--- src/rtl/core/krdf_pkg.sv ---
`default_nettype none

package krdf_pkg;

    localparam int SC_W              = 7;
    localparam int TIME_W            = 32;
    localparam int DELAY_W           = 16;
    localparam logic [DELAY_W-1:0] DELAY_RESET = 16'd10;
    localparam int NUM_SCANCODES_DEF = 128;
    localparam int QUEUE_DEPTH       = 2;

    // operation codes
    localparam logic OP_KEY  = 1'b0;
    localparam logic OP_TICK = 1'b1;

    typedef struct packed {
        logic              is_tick;
        logic [SC_W-1:0]   scancode;
        logic              press;
        logic              repeat_req;
        logic [TIME_W-1:0] now;
    } item_t;

    typedef struct packed {
        logic  valid;
        item_t item;
    } queue_head_t;

    typedef struct packed {
        logic [SC_W-1:0] scancode;
        logic            press;
        logic            repeat_req;
        logic            last;
    } result_t;

endpackage

`default_nettype wire

--- src/rtl/core/krdf_ram.sv ---
`default_nettype none

module krdf_ram #(
    parameter int WIDTH = 1,
    parameter int DEPTH = 128
) (
    input  logic                     clk,
    input  logic                     we,
    input  logic [$clog2(DEPTH)-1:0] waddr,
    input  logic [WIDTH-1:0]         wdata,
    input  logic                     re,
    input  logic [$clog2(DEPTH)-1:0] raddr,
    output logic [WIDTH-1:0]         rdata
);

    logic [WIDTH-1:0] mem_reg [DEPTH];
    logic [WIDTH-1:0] rdata_reg;

    always_ff @(posedge clk)
    begin
        if (we)
        begin
            mem_reg[waddr] <= wdata;
        end
        if (re)
        begin
            rdata_reg <= mem_reg[raddr];
        end
    end

    assign rdata = rdata_reg;

endmodule

`default_nettype wire

--- src/rtl/core/krdf_front.sv ---
`default_nettype none

module krdf_front #(
    parameter int NUM_SCANCODES = krdf_pkg::NUM_SCANCODES_DEF
) (
    input  logic                  clk,
    input  logic                  rst_n,
    input  logic                  in_valid,
    output logic                  in_ready,
    input  krdf_pkg::item_t       in_item,
    output krdf_pkg::queue_head_t head,
    input  logic                  pop
);

    import krdf_pkg::*;

    localparam int PW = (QUEUE_DEPTH > 1) ? $clog2(QUEUE_DEPTH) : 1;
    localparam int CW = $clog2(QUEUE_DEPTH + 1);

    item_t         q_reg [QUEUE_DEPTH];
    logic [PW-1:0] wr_ptr_reg, wr_ptr_next;
    logic [PW-1:0] rd_ptr_reg, rd_ptr_next;
    logic [CW-1:0] count_reg, count_next;
    logic          keep;
    logic          push;
    logic          do_pop;

    // key events beyond the scancode range cause nothing and are dropped here
    assign keep     = in_item.is_tick || (32'(in_item.scancode) < 32'(NUM_SCANCODES));
    assign in_ready = (count_reg != CW'(QUEUE_DEPTH));
    assign push     = in_valid && in_ready && keep;
    assign do_pop   = pop && (count_reg != '0);

    always_comb
    begin
        wr_ptr_next = wr_ptr_reg;
        rd_ptr_next = rd_ptr_reg;
        if (push)
        begin
            wr_ptr_next = (wr_ptr_reg == PW'(QUEUE_DEPTH - 1)) ? '0 : wr_ptr_reg + 1'b1;
        end
        if (do_pop)
        begin
            rd_ptr_next = (rd_ptr_reg == PW'(QUEUE_DEPTH - 1)) ? '0 : rd_ptr_reg + 1'b1;
        end
        count_next = count_reg + CW'(push) - CW'(do_pop);
    end

    always_ff @(posedge clk or negedge rst_n)
    begin
        if (!rst_n)
        begin
            wr_ptr_reg <= '0;
            rd_ptr_reg <= '0;
            count_reg  <= '0;
        end
        else
        begin
            wr_ptr_reg <= wr_ptr_next;
            rd_ptr_reg <= rd_ptr_next;
            count_reg  <= count_next;
        end
    end

    always_ff @(posedge clk)
    begin
        if (push)
        begin
            q_reg[wr_ptr_reg] <= in_item;
        end
    end

    assign head.valid = (count_reg != '0);
    assign head.item  = q_reg[rd_ptr_reg];

endmodule

`default_nettype wire

--- src/rtl/core/krdf_back.sv ---
`default_nettype none

module krdf_back #(
    parameter int NUM_SCANCODES = krdf_pkg::NUM_SCANCODES_DEF
) (
    input  logic                           clk,
    input  logic                           rst_n,
    input  logic                           cfg_write,
    input  logic [krdf_pkg::DELAY_W-1:0]   cfg_data,
    input  krdf_pkg::queue_head_t          head,
    output logic                           pop,
    output logic                           out_valid,
    input  logic                           out_ready,
    output krdf_pkg::result_t              out_res
);

    import krdf_pkg::*;

    localparam int AW = $clog2(NUM_SCANCODES);
    localparam int XW = (AW > SC_W) ? AW : SC_W;

    localparam logic [1:0] ST_RD  = 2'd0;
    localparam logic [1:0] ST_EX  = 2'd1;
    localparam logic [1:0] ST_EX2 = 2'd2;

    logic [1:0]               state_reg, state_next;
    logic [DELAY_W-1:0]       delay_reg;
    logic [SC_W-1:0]          prev_key_reg, prev_key_next;
    logic                     prev_valid_reg, prev_valid_next;
    logic                     pend_reg, pend_next;
    logic [TIME_W-1:0]        since_reg, since_next;
    logic [NUM_SCANCODES-1:0] flag_valid_reg;
    logic                     ovalid_reg;
    result_t                  ores_reg;

    item_t             h;
    logic [XW-1:0]     sc_x, prev_x;
    logic [AW-1:0]     sc_addr, prev_addr;
    logic [0:0]        ram_q;
    logic              flag;
    logic              is_rel, is_plain;
    logic [TIME_W-1:0] elapsed;
    logic              timeout, same_key;
    logic              emit1, two, wr_prev, wr_sc;
    result_t           res1, res2;
    logic              can_load, ex_commit, ex2_commit;
    logic              ram_we;
    logic [AW-1:0]     ram_waddr;
    logic [0:0]        ram_wdata;
    logic              load;
    result_t           load_res;

    assign h         = head.item;
    assign sc_x      = XW'(h.scancode);
    assign prev_x    = XW'(prev_key_reg);
    assign sc_addr   = sc_x[AW-1:0];
    assign prev_addr = prev_x[AW-1:0];

    // an entry never written since reset reads as not pressed
    assign flag = flag_valid_reg[sc_addr] & ram_q[0];

    assign is_rel   = !h.press && !h.repeat_req;
    assign is_plain = h.press && !h.repeat_req;
    assign elapsed  = h.now - since_reg;
    assign timeout  = pend_reg && (elapsed >= TIME_W'(delay_reg));
    assign same_key = prev_valid_reg && (prev_key_reg == h.scancode);

    assign res2 = '{scancode: h.scancode, press: h.press, repeat_req: h.repeat_req, last: 1'b1};

    always_comb
    begin
        emit1           = 1'b0;
        two             = 1'b0;
        wr_prev         = 1'b0;
        wr_sc           = 1'b0;
        res1            = '{scancode: h.scancode, press: h.press,
                            repeat_req: h.repeat_req, last: 1'b1};
        prev_key_next   = prev_key_reg;
        prev_valid_next = prev_valid_reg;
        pend_next       = pend_reg;
        since_next      = since_reg;
        if (h.is_tick)
        begin
            if (timeout)
            begin
                emit1           = 1'b1;
                res1            = '{scancode: prev_key_reg, press: 1'b0,
                                    repeat_req: 1'b0, last: 1'b1};
                wr_prev         = 1'b1;
                prev_key_next   = '0;
                prev_valid_next = 1'b0;
                pend_next       = 1'b0;
                since_next      = '0;
            end
        end
        else if (!(is_rel && !flag))
        begin
            if (!same_key)
            begin
                prev_key_next   = h.scancode;
                prev_valid_next = 1'b1;
                if (pend_reg)
                begin
                    // held release goes out first, the event follows
                    emit1      = 1'b1;
                    two        = 1'b1;
                    res1       = '{scancode: prev_key_reg, press: 1'b0,
                                   repeat_req: 1'b0, last: 1'b0};
                    wr_prev    = 1'b1;
                    pend_next  = 1'b0;
                    since_next = '0;
                end
                else
                begin
                    emit1 = 1'b1;
                    wr_sc = is_plain || is_rel;
                end
            end
            else if (!pend_reg && is_rel)
            begin
                pend_next  = 1'b1;
                since_next = h.now;
            end
            else if (pend_reg)
            begin
                // quick re-press swallows both the held release and itself
                if (is_plain)
                begin
                    pend_next  = 1'b0;
                    since_next = '0;
                    wr_sc      = 1'b1;
                end
            end
            else
            begin
                emit1 = 1'b1;
                wr_sc = is_plain;
            end
        end
    end

    assign can_load   = !ovalid_reg || out_ready;
    assign ex_commit  = (state_reg == ST_EX) && (!emit1 || can_load);
    assign ex2_commit = (state_reg == ST_EX2) && can_load;
    assign pop        = (ex_commit && !two) || ex2_commit;

    always_comb
    begin
        ram_we    = 1'b0;
        ram_waddr = sc_addr;
        ram_wdata = is_plain;
        load      = 1'b0;
        load_res  = res1;
        if (ex_commit)
        begin
            ram_we    = wr_prev || wr_sc;
            ram_waddr = wr_prev ? prev_addr : sc_addr;
            ram_wdata = wr_prev ? 1'b0 : is_plain;
            load      = emit1;
        end
        else if (ex2_commit)
        begin
            ram_we   = is_plain || is_rel;
            load     = 1'b1;
            load_res = res2;
        end
    end

    always_comb
    begin
        state_next = state_reg;
        unique case (state_reg)
            ST_RD:
            begin
                if (head.valid)
                begin
                    state_next = ST_EX;
                end
            end
            ST_EX:
            begin
                if (ex_commit)
                begin
                    state_next = two ? ST_EX2 : ST_RD;
                end
            end
            ST_EX2:
            begin
                if (ex2_commit)
                begin
                    state_next = ST_RD;
                end
            end
            default:
            begin
                state_next = ST_RD;
            end
        endcase
    end

    krdf_ram #(
        .WIDTH (1),
        .DEPTH (NUM_SCANCODES)
    ) u_flags (
        .clk   (clk),
        .we    (ram_we),
        .waddr (ram_waddr),
        .wdata (ram_wdata),
        .re    ((state_reg == ST_RD) && head.valid),
        .raddr (sc_addr),
        .rdata (ram_q)
    );

    always_ff @(posedge clk or negedge rst_n)
    begin
        if (!rst_n)
        begin
            state_reg      <= ST_RD;
            delay_reg      <= DELAY_RESET;
            prev_key_reg   <= '0;
            prev_valid_reg <= 1'b0;
            pend_reg       <= 1'b0;
            since_reg      <= '0;
            flag_valid_reg <= '0;
            ovalid_reg     <= 1'b0;
        end
        else
        begin
            state_reg <= state_next;
            if (cfg_write)
            begin
                delay_reg <= cfg_data;
            end
            if (ex_commit)
            begin
                prev_key_reg   <= prev_key_next;
                prev_valid_reg <= prev_valid_next;
                pend_reg       <= pend_next;
                since_reg      <= since_next;
            end
            if (ram_we)
            begin
                flag_valid_reg[ram_waddr] <= 1'b1;
            end
            if (load)
            begin
                ovalid_reg <= 1'b1;
            end
            else if (out_ready)
            begin
                ovalid_reg <= 1'b0;
            end
        end
    end

    always_ff @(posedge clk)
    begin
        if (load)
        begin
            ores_reg <= load_res;
        end
    end

    assign out_valid = ovalid_reg;
    assign out_res   = ores_reg;

endmodule

`default_nettype wire

--- src/rtl/core/key_release_deferral_filter.sv ---
// channel   direction  handshake              payload
// config    in         cfg_write              cfg_data (release_delay)
// input     in         in_valid / in_ready    operation, scancode, press, repeat_req, now
// output    out        out_valid / out_ready  out_scancode, out_press, out_repeat, last_in_run
//
// an item passes the back end in steps (flag ram read, then execute, then a second
// execute step when it emits two results), one item at a time; the flag ram and the single result register set this
// the front queues up to two transactions, so input keeps flowing while a result waits
// reset is asynchronous; the pressed flags read as clear at once through per-entry
// valid bits, no clearing pass
// a stalled output holds the back end in its execute step; the queue then fills
`default_nettype none

module key_release_deferral_filter #(
    parameter int NUM_SCANCODES = krdf_pkg::NUM_SCANCODES_DEF
) (
    input  logic                         clk,
    input  logic                         rst_n,
    input  logic                         cfg_write,
    input  logic [krdf_pkg::DELAY_W-1:0] cfg_data,
    input  logic                         in_valid,
    output logic                         in_ready,
    input  logic                         operation,
    input  logic [krdf_pkg::SC_W-1:0]    scancode,
    input  logic                         press,
    input  logic                         repeat_req,
    input  logic [krdf_pkg::TIME_W-1:0]  now,
    output logic                         out_valid,
    input  logic                         out_ready,
    output logic [krdf_pkg::SC_W-1:0]    out_scancode,
    output logic                         out_press,
    output logic                         out_repeat,
    output logic                         last_in_run
);

    import krdf_pkg::*;

    item_t       in_item;
    queue_head_t head;
    logic        pop;
    result_t     out_res;

    assign in_item.is_tick    = (operation == OP_TICK);
    assign in_item.scancode   = scancode;
    assign in_item.press      = press;
    assign in_item.repeat_req = repeat_req;
    assign in_item.now        = now;

    krdf_front #(
        .NUM_SCANCODES (NUM_SCANCODES)
    ) u_front (
        .clk      (clk),
        .rst_n    (rst_n),
        .in_valid (in_valid),
        .in_ready (in_ready),
        .in_item  (in_item),
        .head     (head),
        .pop      (pop)
    );

    krdf_back #(
        .NUM_SCANCODES (NUM_SCANCODES)
    ) u_back (
        .clk       (clk),
        .rst_n     (rst_n),
        .cfg_write (cfg_write),
        .cfg_data  (cfg_data),
        .head      (head),
        .pop       (pop),
        .out_valid (out_valid),
        .out_ready (out_ready),
        .out_res   (out_res)
    );

    assign out_scancode = out_res.scancode;
    assign out_press    = out_res.press;
    assign out_repeat   = out_res.repeat_req;
    assign last_in_run  = out_res.last;

endmodule

`default_nettype wire

--- config.mk ---
export PLATFORM = sky130hd
export DESIGN_NAME = key_release_deferral_filter
export DESIGN_NICKNAME = d
export VERILOG_FILES = /design/src/rtl/core/krdf_pkg.sv /design/src/rtl/core/krdf_ram.sv /design/src/rtl/core/krdf_front.sv /design/src/rtl/core/krdf_back.sv /design/src/rtl/core/key_release_deferral_filter.sv
export SDC_FILE = /design/constraint.sdc
export NUM_CORES = 1
export LEC_CHECK = 0
export BUFFER_PORTS_ARGS = -buffer_cell sky130_fd_sc_hd__buf_2
export CAP_MARGIN = 20
export CORE_UTILIZATION = 32
export CTS_CLUSTER_SIZE = 40
export DETAILED_ROUTE_END_ITERATION = 10
export GPL_TIMING_DRIVEN = 0
export PLACE_DENSITY_LB_ADDON = 0.1
export SYNTH_ARGS = -nofsm -noshare
export SYNTH_HDL_FRONTEND = slang
export SYNTH_SLANG_ARGS = --single-unit
--- constraint.sdc ---
create_clock -name clk -period 12.15 [get_ports clk]
set_input_delay 0 -clock clk [delete_from_list [all_inputs] [get_ports clk]]
set_output_delay 0 -clock clk [all_outputs]
set_load 0.05 [all_outputs]
### Word-level counts from Yosys, hierarchy flattened

Memory sizes are Yosys's and may differ from the RTL's. A register that Yosys moved wholly into a read port is not among the register bits.
Index checks and enable logic that the tools add are counted.
Widths: inputs -> output; s select.

| storage, ports and cells | value |
|---|---|
| register bits after elaboration | 202 |
| input port bits | 63 |
| word-level logic and storage cells | 145 |
| memories | 2 |
| RAM bits | 212 |

Memory list:

| name | words | bits a word | read ports | clocked after Yosys merged registers in | write ports | RTL line | RTL |
|---|---|---|---|---|---|---|---|
| u_back.u_flags.mem_reg | 128 | 1 | 1 | 1 | 1 | krdf_ram.sv:16 | `logic [WIDTH-1:0] mem_reg [DEPTH];` |
| u_front.q_reg | 2 | 42 | 1 | 0 | 1 | krdf_front.sv:20 | `item_t q_reg [QUEUE_DEPTH];` |

| operators by class | value |
|---|---|
| bitwise logic cells | 2 |
| muxes and demuxes | 72 |
| eq/ne operators | 11 |
| magnitude comparators | 4 |
| reduce and logical (&&, ||, !) cells | 34 |
| add/subtract/negate cells | 5 |

Operator list:

| operator | count |
|---|---|
| $mux 32 | 8 |
| $or 128x128->128 | 1 |
| $mux 10 | 7 |
| $mux 1 | 44 |
| $mux 7 | 6 |
| $ge 32x16->1 | 1 |
| $sub 32x32->32 | 1 |
| $lt 7x8->1 const B | 2 |
| $logic_and 1x1->1 | 13 |
| $ne 2x1->1 const B | 5 |
| $mux 2 | 4 |
| $bmux 1 s7 | 1 |
| $demux 1 s7 | 1 |
| $eq 7x7->1 | 1 |
| $ge 7x1->1 const B | 1 |
| $logic_not 1->1 | 7 |
| $pmux 2 s3 | 1 |
| $reduce_and 3->1 | 2 |
| $reduce_and 6->1 | 1 |
| $reduce_bool 3->1 | 2 |
| $logic_or 1x1->1 | 5 |
| $ne 2x2->1 const B | 2 |
| $ne 4x2->1 const B | 1 |
| $reduce_and 4->1 | 1 |
| other kinds (8) | 10 |

### Longest topological paths before layout

Gate-level depths: netlist (run 1).
An unclocked memory read counts as a cell.

| logic depth | value |
|---|---|
| depth after elaboration | 17 |
| mapped depth | 33 |
| gate-level depth less buffers | 30 |

### Hierarchy

Synthesis (run 1) repeated with hierarchy kept, for this count alone.

| second synthesis, totals | value |
|---|---|
| cell total of the unflattened synthesis | 2,079 |
| area total of the unflattened synthesis | 22,375.2 um^2 |

By module, submodules not included:

| module | instances | cells an instance | seq. area each (um^2) | area an instance (um^2) |
|---|---|---|---|---|
| krdf_back | 1 | 1,531 | 5,007.3 | 13,381.6 |
| krdf_ram | 1 | 395 | 3,873.7 | 5,729.2 |
| krdf_front | 1 | 153 | 2,622.5 | 3,264.4 |

### Least setup slack after synthesis (run 1)

Ideal clock, no wire load.

| timing path | value |
|---|---|
| path kind | flip-flop to flip-flop |
| start | register u_front.rd_ptr_reg |
| end | memory u_back.u_flags.mem_reg[0], data pin |
| stages on the path, launching flop included | 28 |
| data required time | 10.912 ns |
| arrival | 10.411 ns |
| buffers on the path | 4 |
| setup slack | 0.501 ns |
| path through | dfrtp_1 buf_6 buf_6 clkbuf_1 clkbuf_1 mux2_2 ha_1 o211ai_1 a21oi_1 nor2_1 o21ai_0 inv_1 o21a_1 nor2b_1 o21ai_0 nand2_1 xor2_1 ha_1 nand4_1 or2_2 o22ai_1 a2111o_1 nor4_1 nand4_1 nor4_1 and4_4 o21ai_4 a21boi_0 |

| between the ends | value |
|---|---|
| longest elaborated chain between the ends | 12 |
| elaborated cells between the ends (all ways) | 29 |

RTL lines:

| item | RTL line | RTL |
|---|---|---|
| start, declared | krdf_front.sv:22 | `logic [PW-1:0] rd_ptr_reg, rd_ptr_next;` |
| start signal, assigned | krdf_front.sv:60 | `rd_ptr_reg <= rd_ptr_next;` |
| $mem_v2 2x42 * | n/a |  |
| parallel branches: the longest is 10 deep, another holds $sub 32x32->32 | n/a |  |
| $mux 1 * | krdf_back.sv:154 | `if (ex_commit)` |
| named net u_back.ram_wdata | krdf_back.sv:49 | `logic [0:0] ram_wdata;` |
| end, declared | krdf_ram.sv:16 |  |

Mark *: on every way through the listed nets, which the timed path passes. The select of a mux whose other input is x is not followed.

### Final worst setup path (run 1)

| timing path | value |
|---|---|
| start | register u_front.rd_ptr_reg |
| end | memory u_back.u_flags.mem_reg[75], enable pin |

| between the ends | value |
|---|---|
| longest elaborated chain between the ends | 14 |
| elaborated cells between the ends (all ways) | 42 |

RTL lines:

| item |
|---|
| $mem_v2 2x42 * |
| parallel branches: the longest is 13 deep, another holds $sub 32x32->32 |

Mark *: on every way between the ends. The select of a mux whose other input is x is not followed.

==> impl_metrics.ini, run 1 <==
[sta]
min_period_ns = 8.61
slew_violations = 0
slew_headroom_pct = 23.6
finalCritPeriodShare_pct = 70.9
holdWs_ns = 0.0388
fmax_mhz = 116
rsz0062_at_grt = no
worst_pin_slew_ns = 1.15
skew_ns = 0.0299
hold_viol_final = 0
setup_violations = 0

[yosys]
synth.distinct_cells = 84
ys_ff_latch = 415
syn_nets = 2001
yosys-top-cells-area = edfxtp_1, dfrtp_1, nor2_1, o21bai_1, mux4_2
synth_top_cell_by_area = edfxtp_1
avgSynthCellArea_sq_um = 11.3
synthArstFlopShare_pct = 46.3
synth_edf_count = 223
ys_warn_count = 0
synth_top_area_share_pct = 31.4
synth_area_sq_mm = 0.0213
synthCells = 1886
synth_ff_type = edfxtp_1
synth-seq-area-share_pct = 54.0

[setup_path]
cp_data_required_time_ns = 12.45
endpoint_kind = register
path_class = reg -> reg
path_common_cell = buf_6
cpPeakStageDelay_ns = 0.83
cp.arrival_ns = 8.92
worstPathMaxFanout = 10
worst_path_max_delay_cell = clkbuf_1
startpoint_type = register

[die]
initial_core_util_pct = 32.4
rows = 94
die_w_um = 260
die-area_sq_mm = 0.0676
core_area_sq_mm = 0.0659
dieHeight_um = 260
ios = 75

[power]
p_total_mw = 6.93
pwr-share-comb_pct = 48.9
switchingPower_mw = 2.96
ir_worst_vdd_mv = 0.124
power_frac_seq_pct = 29.2
cell_internal_pwr_mw = 3.97
swShare_pct = 42.7
powerDensity_mw_per_mm2 = 271
pwr-share-clk_pct = 21.9
p_leak_nw = 9.54

[routing]
post-route-drc-count = 0
drtIter0Drc = 1406
postRouteAntennaNets = 0
via_count = 16400
vias_per_cell = 5.42
wl_mm = 73.9
dr.pass1.iters = 7
wire_per_inst_um = 24.5

[grt]
antenna_found_initial = 5
grt_pass1_wl_mm = 109
grt_max_degree = 107
grt_overflow_total = 0
grt_use_total_pct = 22.0
grt_pass1_vias = 16500

[cts]
clkTransAtPathRegs_ns = 0.06
h-tree-depth = 2
cts_sinks = 415
cts_resized = 0
cts_buffers = 48
cts_tree = built
cts_root_buffer = clkbuf_16
clk_latency_ns = 0.61
cts_buffer_depth = 3

[final_layout]
layout-drive-gt1-share_pct = 15.9
mostFrequentLayoutCells = nor2_1, edfxtp_1, dfrtp_1
fill_cells = 6464
seqCellArea_sq_mm = 0.0115
area_growth_pct = 20.0
fin_util_pct = 38.8
nets = 2228
final_cells = 3018
final_common_cell = nor2_1
design_area_sq_mm = 0.0256
multi_input_area_sq_mm = 0.00900

[placement]
hpwlAfterDp_mm = 53.1
globalplace.congestion = 0.921
dpl_cell_area_sq_mm = 0.0230
io_buffers = 74
placed_cells = 2834

[job]
drv_cap = 0

[outcome]
status = finished, final reports clean

[worst_hold_path]
hold_class = in -> async
Yosys cell counts (9+ instances only):
cell,count
inv_1,72
nand2_1,114
nand4_1,14
edfxtp_1,223
mux2_2,37
buf_4,16
a311oi_1,10
o21bai_1,135
nand3_1,55
nor2b_1,10
mux4_2,40
o21a_1,16
nor4_1,9
a21o_1,13
o211ai_1,10
o21ai_0,76
dfrtp_1,190
xnor2_1,22
and3_1,9
nor3_1,14
a22oi_2,10
a21oi_1,64
mux2i_1,47
buf_2,36
clkbuf_1,43
o22ai_1,54
ha_1,51
nor2_1,296
nand2b_1,12
a22oi_1,62
power by group through the flow:
stage / registers, mW / clock network (mW) / logic (mW)
floorplan: 2.07 / 0 / 2.18
global placement: 2.09 / 0 / 3.26
detailed placement: 2.04 / 0 / 3.33
CTS: 2.02 / 1.56 / 3.37
global route: 2.05 / 1.61 / 3.67
finish: 2.02 / 1.52 / 3.39
critical path: cells and delay by family (launching register included):
kind            cells  cell delay, ns
xor+xnor            1            0.17
fa+ha+maj           3            0.96
mux                 1            0.24
flops               1            0.55
compound gates      7            2.16
simple gates        9            1.98
buf+inv             5            2.25
metal layers:
metal  part of all wire, %  global-route usage [%]  wire length [um]  vias to the layer above
li1                      -                       -                 -                     7450
met1                    43                    28.9             31500                     8198
met2                    47                    36.0             34600                      572
met3                   7.1                    4.31              5230                      146
met4                   3.4                    7.52              2530                        6
met5                 0.054                       0                40                        -
area by class of cell:
cell class,count,area share (%)
Clock buffer,64,5.17
Inverter,72,1.06
Sequential cell,415,45.0
Tap cell,864,4.23
Timing Repair Buffer,177,5.87
Buffer,107,2.22
Clock inverter,25,1.25
Antenna cell,2,0.0196
Multi-Input combinational cell,1292,35.2
per-stage QoR:
step / worst slack (ns) / TNS, ns
2_1_floorplan: 0.501 / 0
3_3_place_gp: -6.11 / -780.27
3_5_place_dp: 3.53 / 0
4_1_cts: 3.49 / 0
5_1_grt: 3.16 / 0
6_report: 3.54 / 0
final timing paths:
check | cells past startpoint | start | end | slack [ns]
max | 26 | u_front.rd_ptr_reg$_DFFE_PN0P_ | u_back.u_flags.mem_reg[75]$_DFFE_PP_ | 3.54
min | 3 | rst_n | u_back.since_reg[16]$_DFFE_PN0P_ | 0.04
max reg2reg | 26 | u_front.rd_ptr_reg$_DFFE_PN0P_ | u_back.u_flags.mem_reg[75]$_DFFE_PP_ | 3.54
min reg2reg | 1 | u_back.flag_valid_reg[40]$_DFFE_PN0N_ | u_back.flag_valid_reg[40]$_DFFE_PN0N_ | 0.47
max in group asynchronous | 4 | rst_n | u_back.flag_valid_reg[9]$_DFFE_PN0N_ | 11.15
min in group clk | 2 | now[25] | u_front.q_reg[1][25]$_DFFE_PP_ | 0.13
timing repair:
item / in CTS / in global routing
buffers inserted: 0 / 0
hold buffers: 92 / 0
hold endpoints to repair: 211 / 0
cells by family (layout without fill, tap and decap cells):
logic type               after synthesis  after routing  synth area share (%)
AND/OR/NAND/NOR                      558            558                  11.5
AO/OA/AOI/OAI                        523            523                  17.5
flip-flops                           415            415                  54.0
buffers and inverters                179            445                  3.93
multiplexers                         129            129                  8.74
adder cells (fa/ha/maj)               52             52                  3.09
XOR/XNOR                              30             30                  1.23
other                                  0              2                     0
Note: power is estimated with default switching activity, not from simulation.
==> run 2, diff against run 1 <==
==> constraint.sdc (replaced) <==
create_clock -name clk -period 8.59 [get_ports clk]
set_input_delay 0 -clock clk [delete_from_list [all_inputs] [get_ports clk]]
set_output_delay 0 -clock clk [all_outputs]
set_load 0.05 [all_outputs]
==> impl_metrics.ini, run 2 (synthesis gave the netlist of run 1 again) <==
[sta]
finalCritPeriodShare_pct = 93.2
skew_ns = 0.0372
fmax_mhz = 125
min_period_ns = 8.00
slew_violations = 0
hold_viol_final = 6
slew_headroom_pct = 23.6
fin_ws_ns = 0.586
totalNegativeSetupSlack_ns = 0
holdWs_ns = -0.0438
setup_violations = 0
worst_pin_slew_ns = 1.14
rsz0062_at_grt = no

[grt]
grt_use_total_pct = 21.2
grt_max_degree = 106
grt_overflow_total = 0
antenna_found_initial = 3
grt_pass1_vias = 16600
grt_pass1_wl_mm = 107

[setup_path]
cpPeakStageDelay_ns = 0.80
cp.arrival_ns = 8.33
worstPathMaxFanout = 19
endpoint_kind = register
path_class = reg -> reg
cpLargestDelayFamily = compound AO/OA/AOI/OAI gates
worst_path_max_delay_cell = a22oi_1
cp_data_required_time_ns = 8.92
startpoint_type = register
worst-path-buf-inv = 5

[power]
cell_internal_pwr_mw = 5.61
ir_worst_vdd_mv = 0.199
powerDensity_mw_per_mm2 = 380
swShare_pct = 42.3
switchingPower_mw = 4.11
pwr-share-comb_pct = 48.6
p_leak_nw = 9.53
p_total_mw = 9.72
pwr-share-clk_pct = 22.1
power_frac_seq_pct = 29.3

[final_layout]
nets = 2227
design_area_sq_mm = 0.0256
final_common_cell = nor2_1
mostFrequentLayoutCells = nor2_1, edfxtp_1, dfrtp_1
final_cells = 3018
area_growth_pct = 19.9
fin_util_pct = 38.8
layout-drive-gt1-share_pct = 15.7

[cts]
cts_sinks = 415
clkTransAtPathRegs_ns = 0.06
cts_tree = built
cts_resized = 0
h-tree-depth = 2
post-cts-setup-buffers = 0
cts_buffers = 49
cts_root_buffer = clkbuf_16
cts_buffer_depth = 3
clk_latency_ns = 0.61

[routing]
post-route-drc-count = 0
wire_per_inst_um = 23.8
wl_mm = 71.8
drtIter0Drc = 1289
vias_per_cell = 5.40
via_count = 16300
dr.pass1.iters = 5
postRouteAntennaNets = 0

[die]
initial_core_util_pct = 32.4
die-area_sq_mm = 0.0676
ios = 75
die_w_um = 260
core_area_sq_mm = 0.0659
dieHeight_um = 260
rows = 94

[placement]
hpwlAfterDp_mm = 52.3
dp_slack_ns = -0.00455
io_buffers = 74
dpl_cell_area_sq_mm = 0.0230
placed_cells = 2834
globalplace.congestion = 1.02

[outcome]
violations = hold timing
status = finished, violations left

[worst_hold_path]
hold_class = in -> async

[job]
drv_cap = 0
## run 2: cell count changes in the layout (fill, tap and decap cells not counted), moves of 2 or more
cell       previous run  this run
clkinv_2              8         6
bufinv_16             7         5
clkbuf_1             53        60
buf_6                10         8
buf_12                5         3
clkbuf_16            48        51
clkinv_4              2         0
## run 2: cell type report
type,instances,area (sq um)
antenna,1,2.50
buffer,106,563
clock buffer,74,1410
clock inverter,18,240
fill,6478,40300
inverter,72,270
multi-input combinational,1292,8990
sequential,415,11500
tap,864,1080
timing repair buffer,176,1490
## run 2: power by group through the flow
stage | registers [mW] | logic, mW | clock network, mW
finish | 2.85 | 4.72 | 2.15
global route | 2.89 | 5.13 | 2.28
CTS | 2.85 | 4.73 | 2.20
detailed placement | 2.88 | 4.67 | 0
global placement | 2.90 | 4.56 | 0
floorplan | 2.90 | 3.09 | 0
## run 2: repair_timing
action | 4_1_cts | 5_1_grt
endpoints found under the hold margin | 205 | 0
hold buffers | 92 | 0
endpoints found under the setup margin | 17 | 0
## run 2: worst paths after layout
path	start	to	slack [ns]	depth (start not counted)
hold reg to reg	u_back.flag_valid_reg[42]$_DFFE_PN0N_	u_back.flag_valid_reg[42]$_DFFE_PN0N_	0.47	1
hold / removal	rst_n	u_back.since_reg[16]$_DFFE_PN0P_	-0.04	2
min in group clk	now[22]	u_front.q_reg[1][22]$_DFFE_PP_	0.13	2
setup / recovery	u_front.rd_ptr_reg$_DFFE_PN0P_	u_back.u_flags.mem_reg[75]$_DFFE_PP_	0.59	29
setup reg to reg	u_front.rd_ptr_reg$_DFFE_PN0P_	u_back.u_flags.mem_reg[75]$_DFFE_PP_	0.59	29
max in group asynchronous	rst_n	u_back.flag_valid_reg[4]$_DFFE_PN0N_	7.57	3
## run 2: per-layer routing
| layer | vias up | track usage [%] | part of all wire [%] |
|---|---|---|---|
| li1 | 7453 | - | - |
| met3 | 121 | 3.32 | 4.8 |
| met4 | 4 | 6.53 | 2.6 |
| met2 | 492 | 35.5 | 48 |
| met5 | - | 0 | 0.033 |
| met1 | 8218 | 28.1 | 45 |
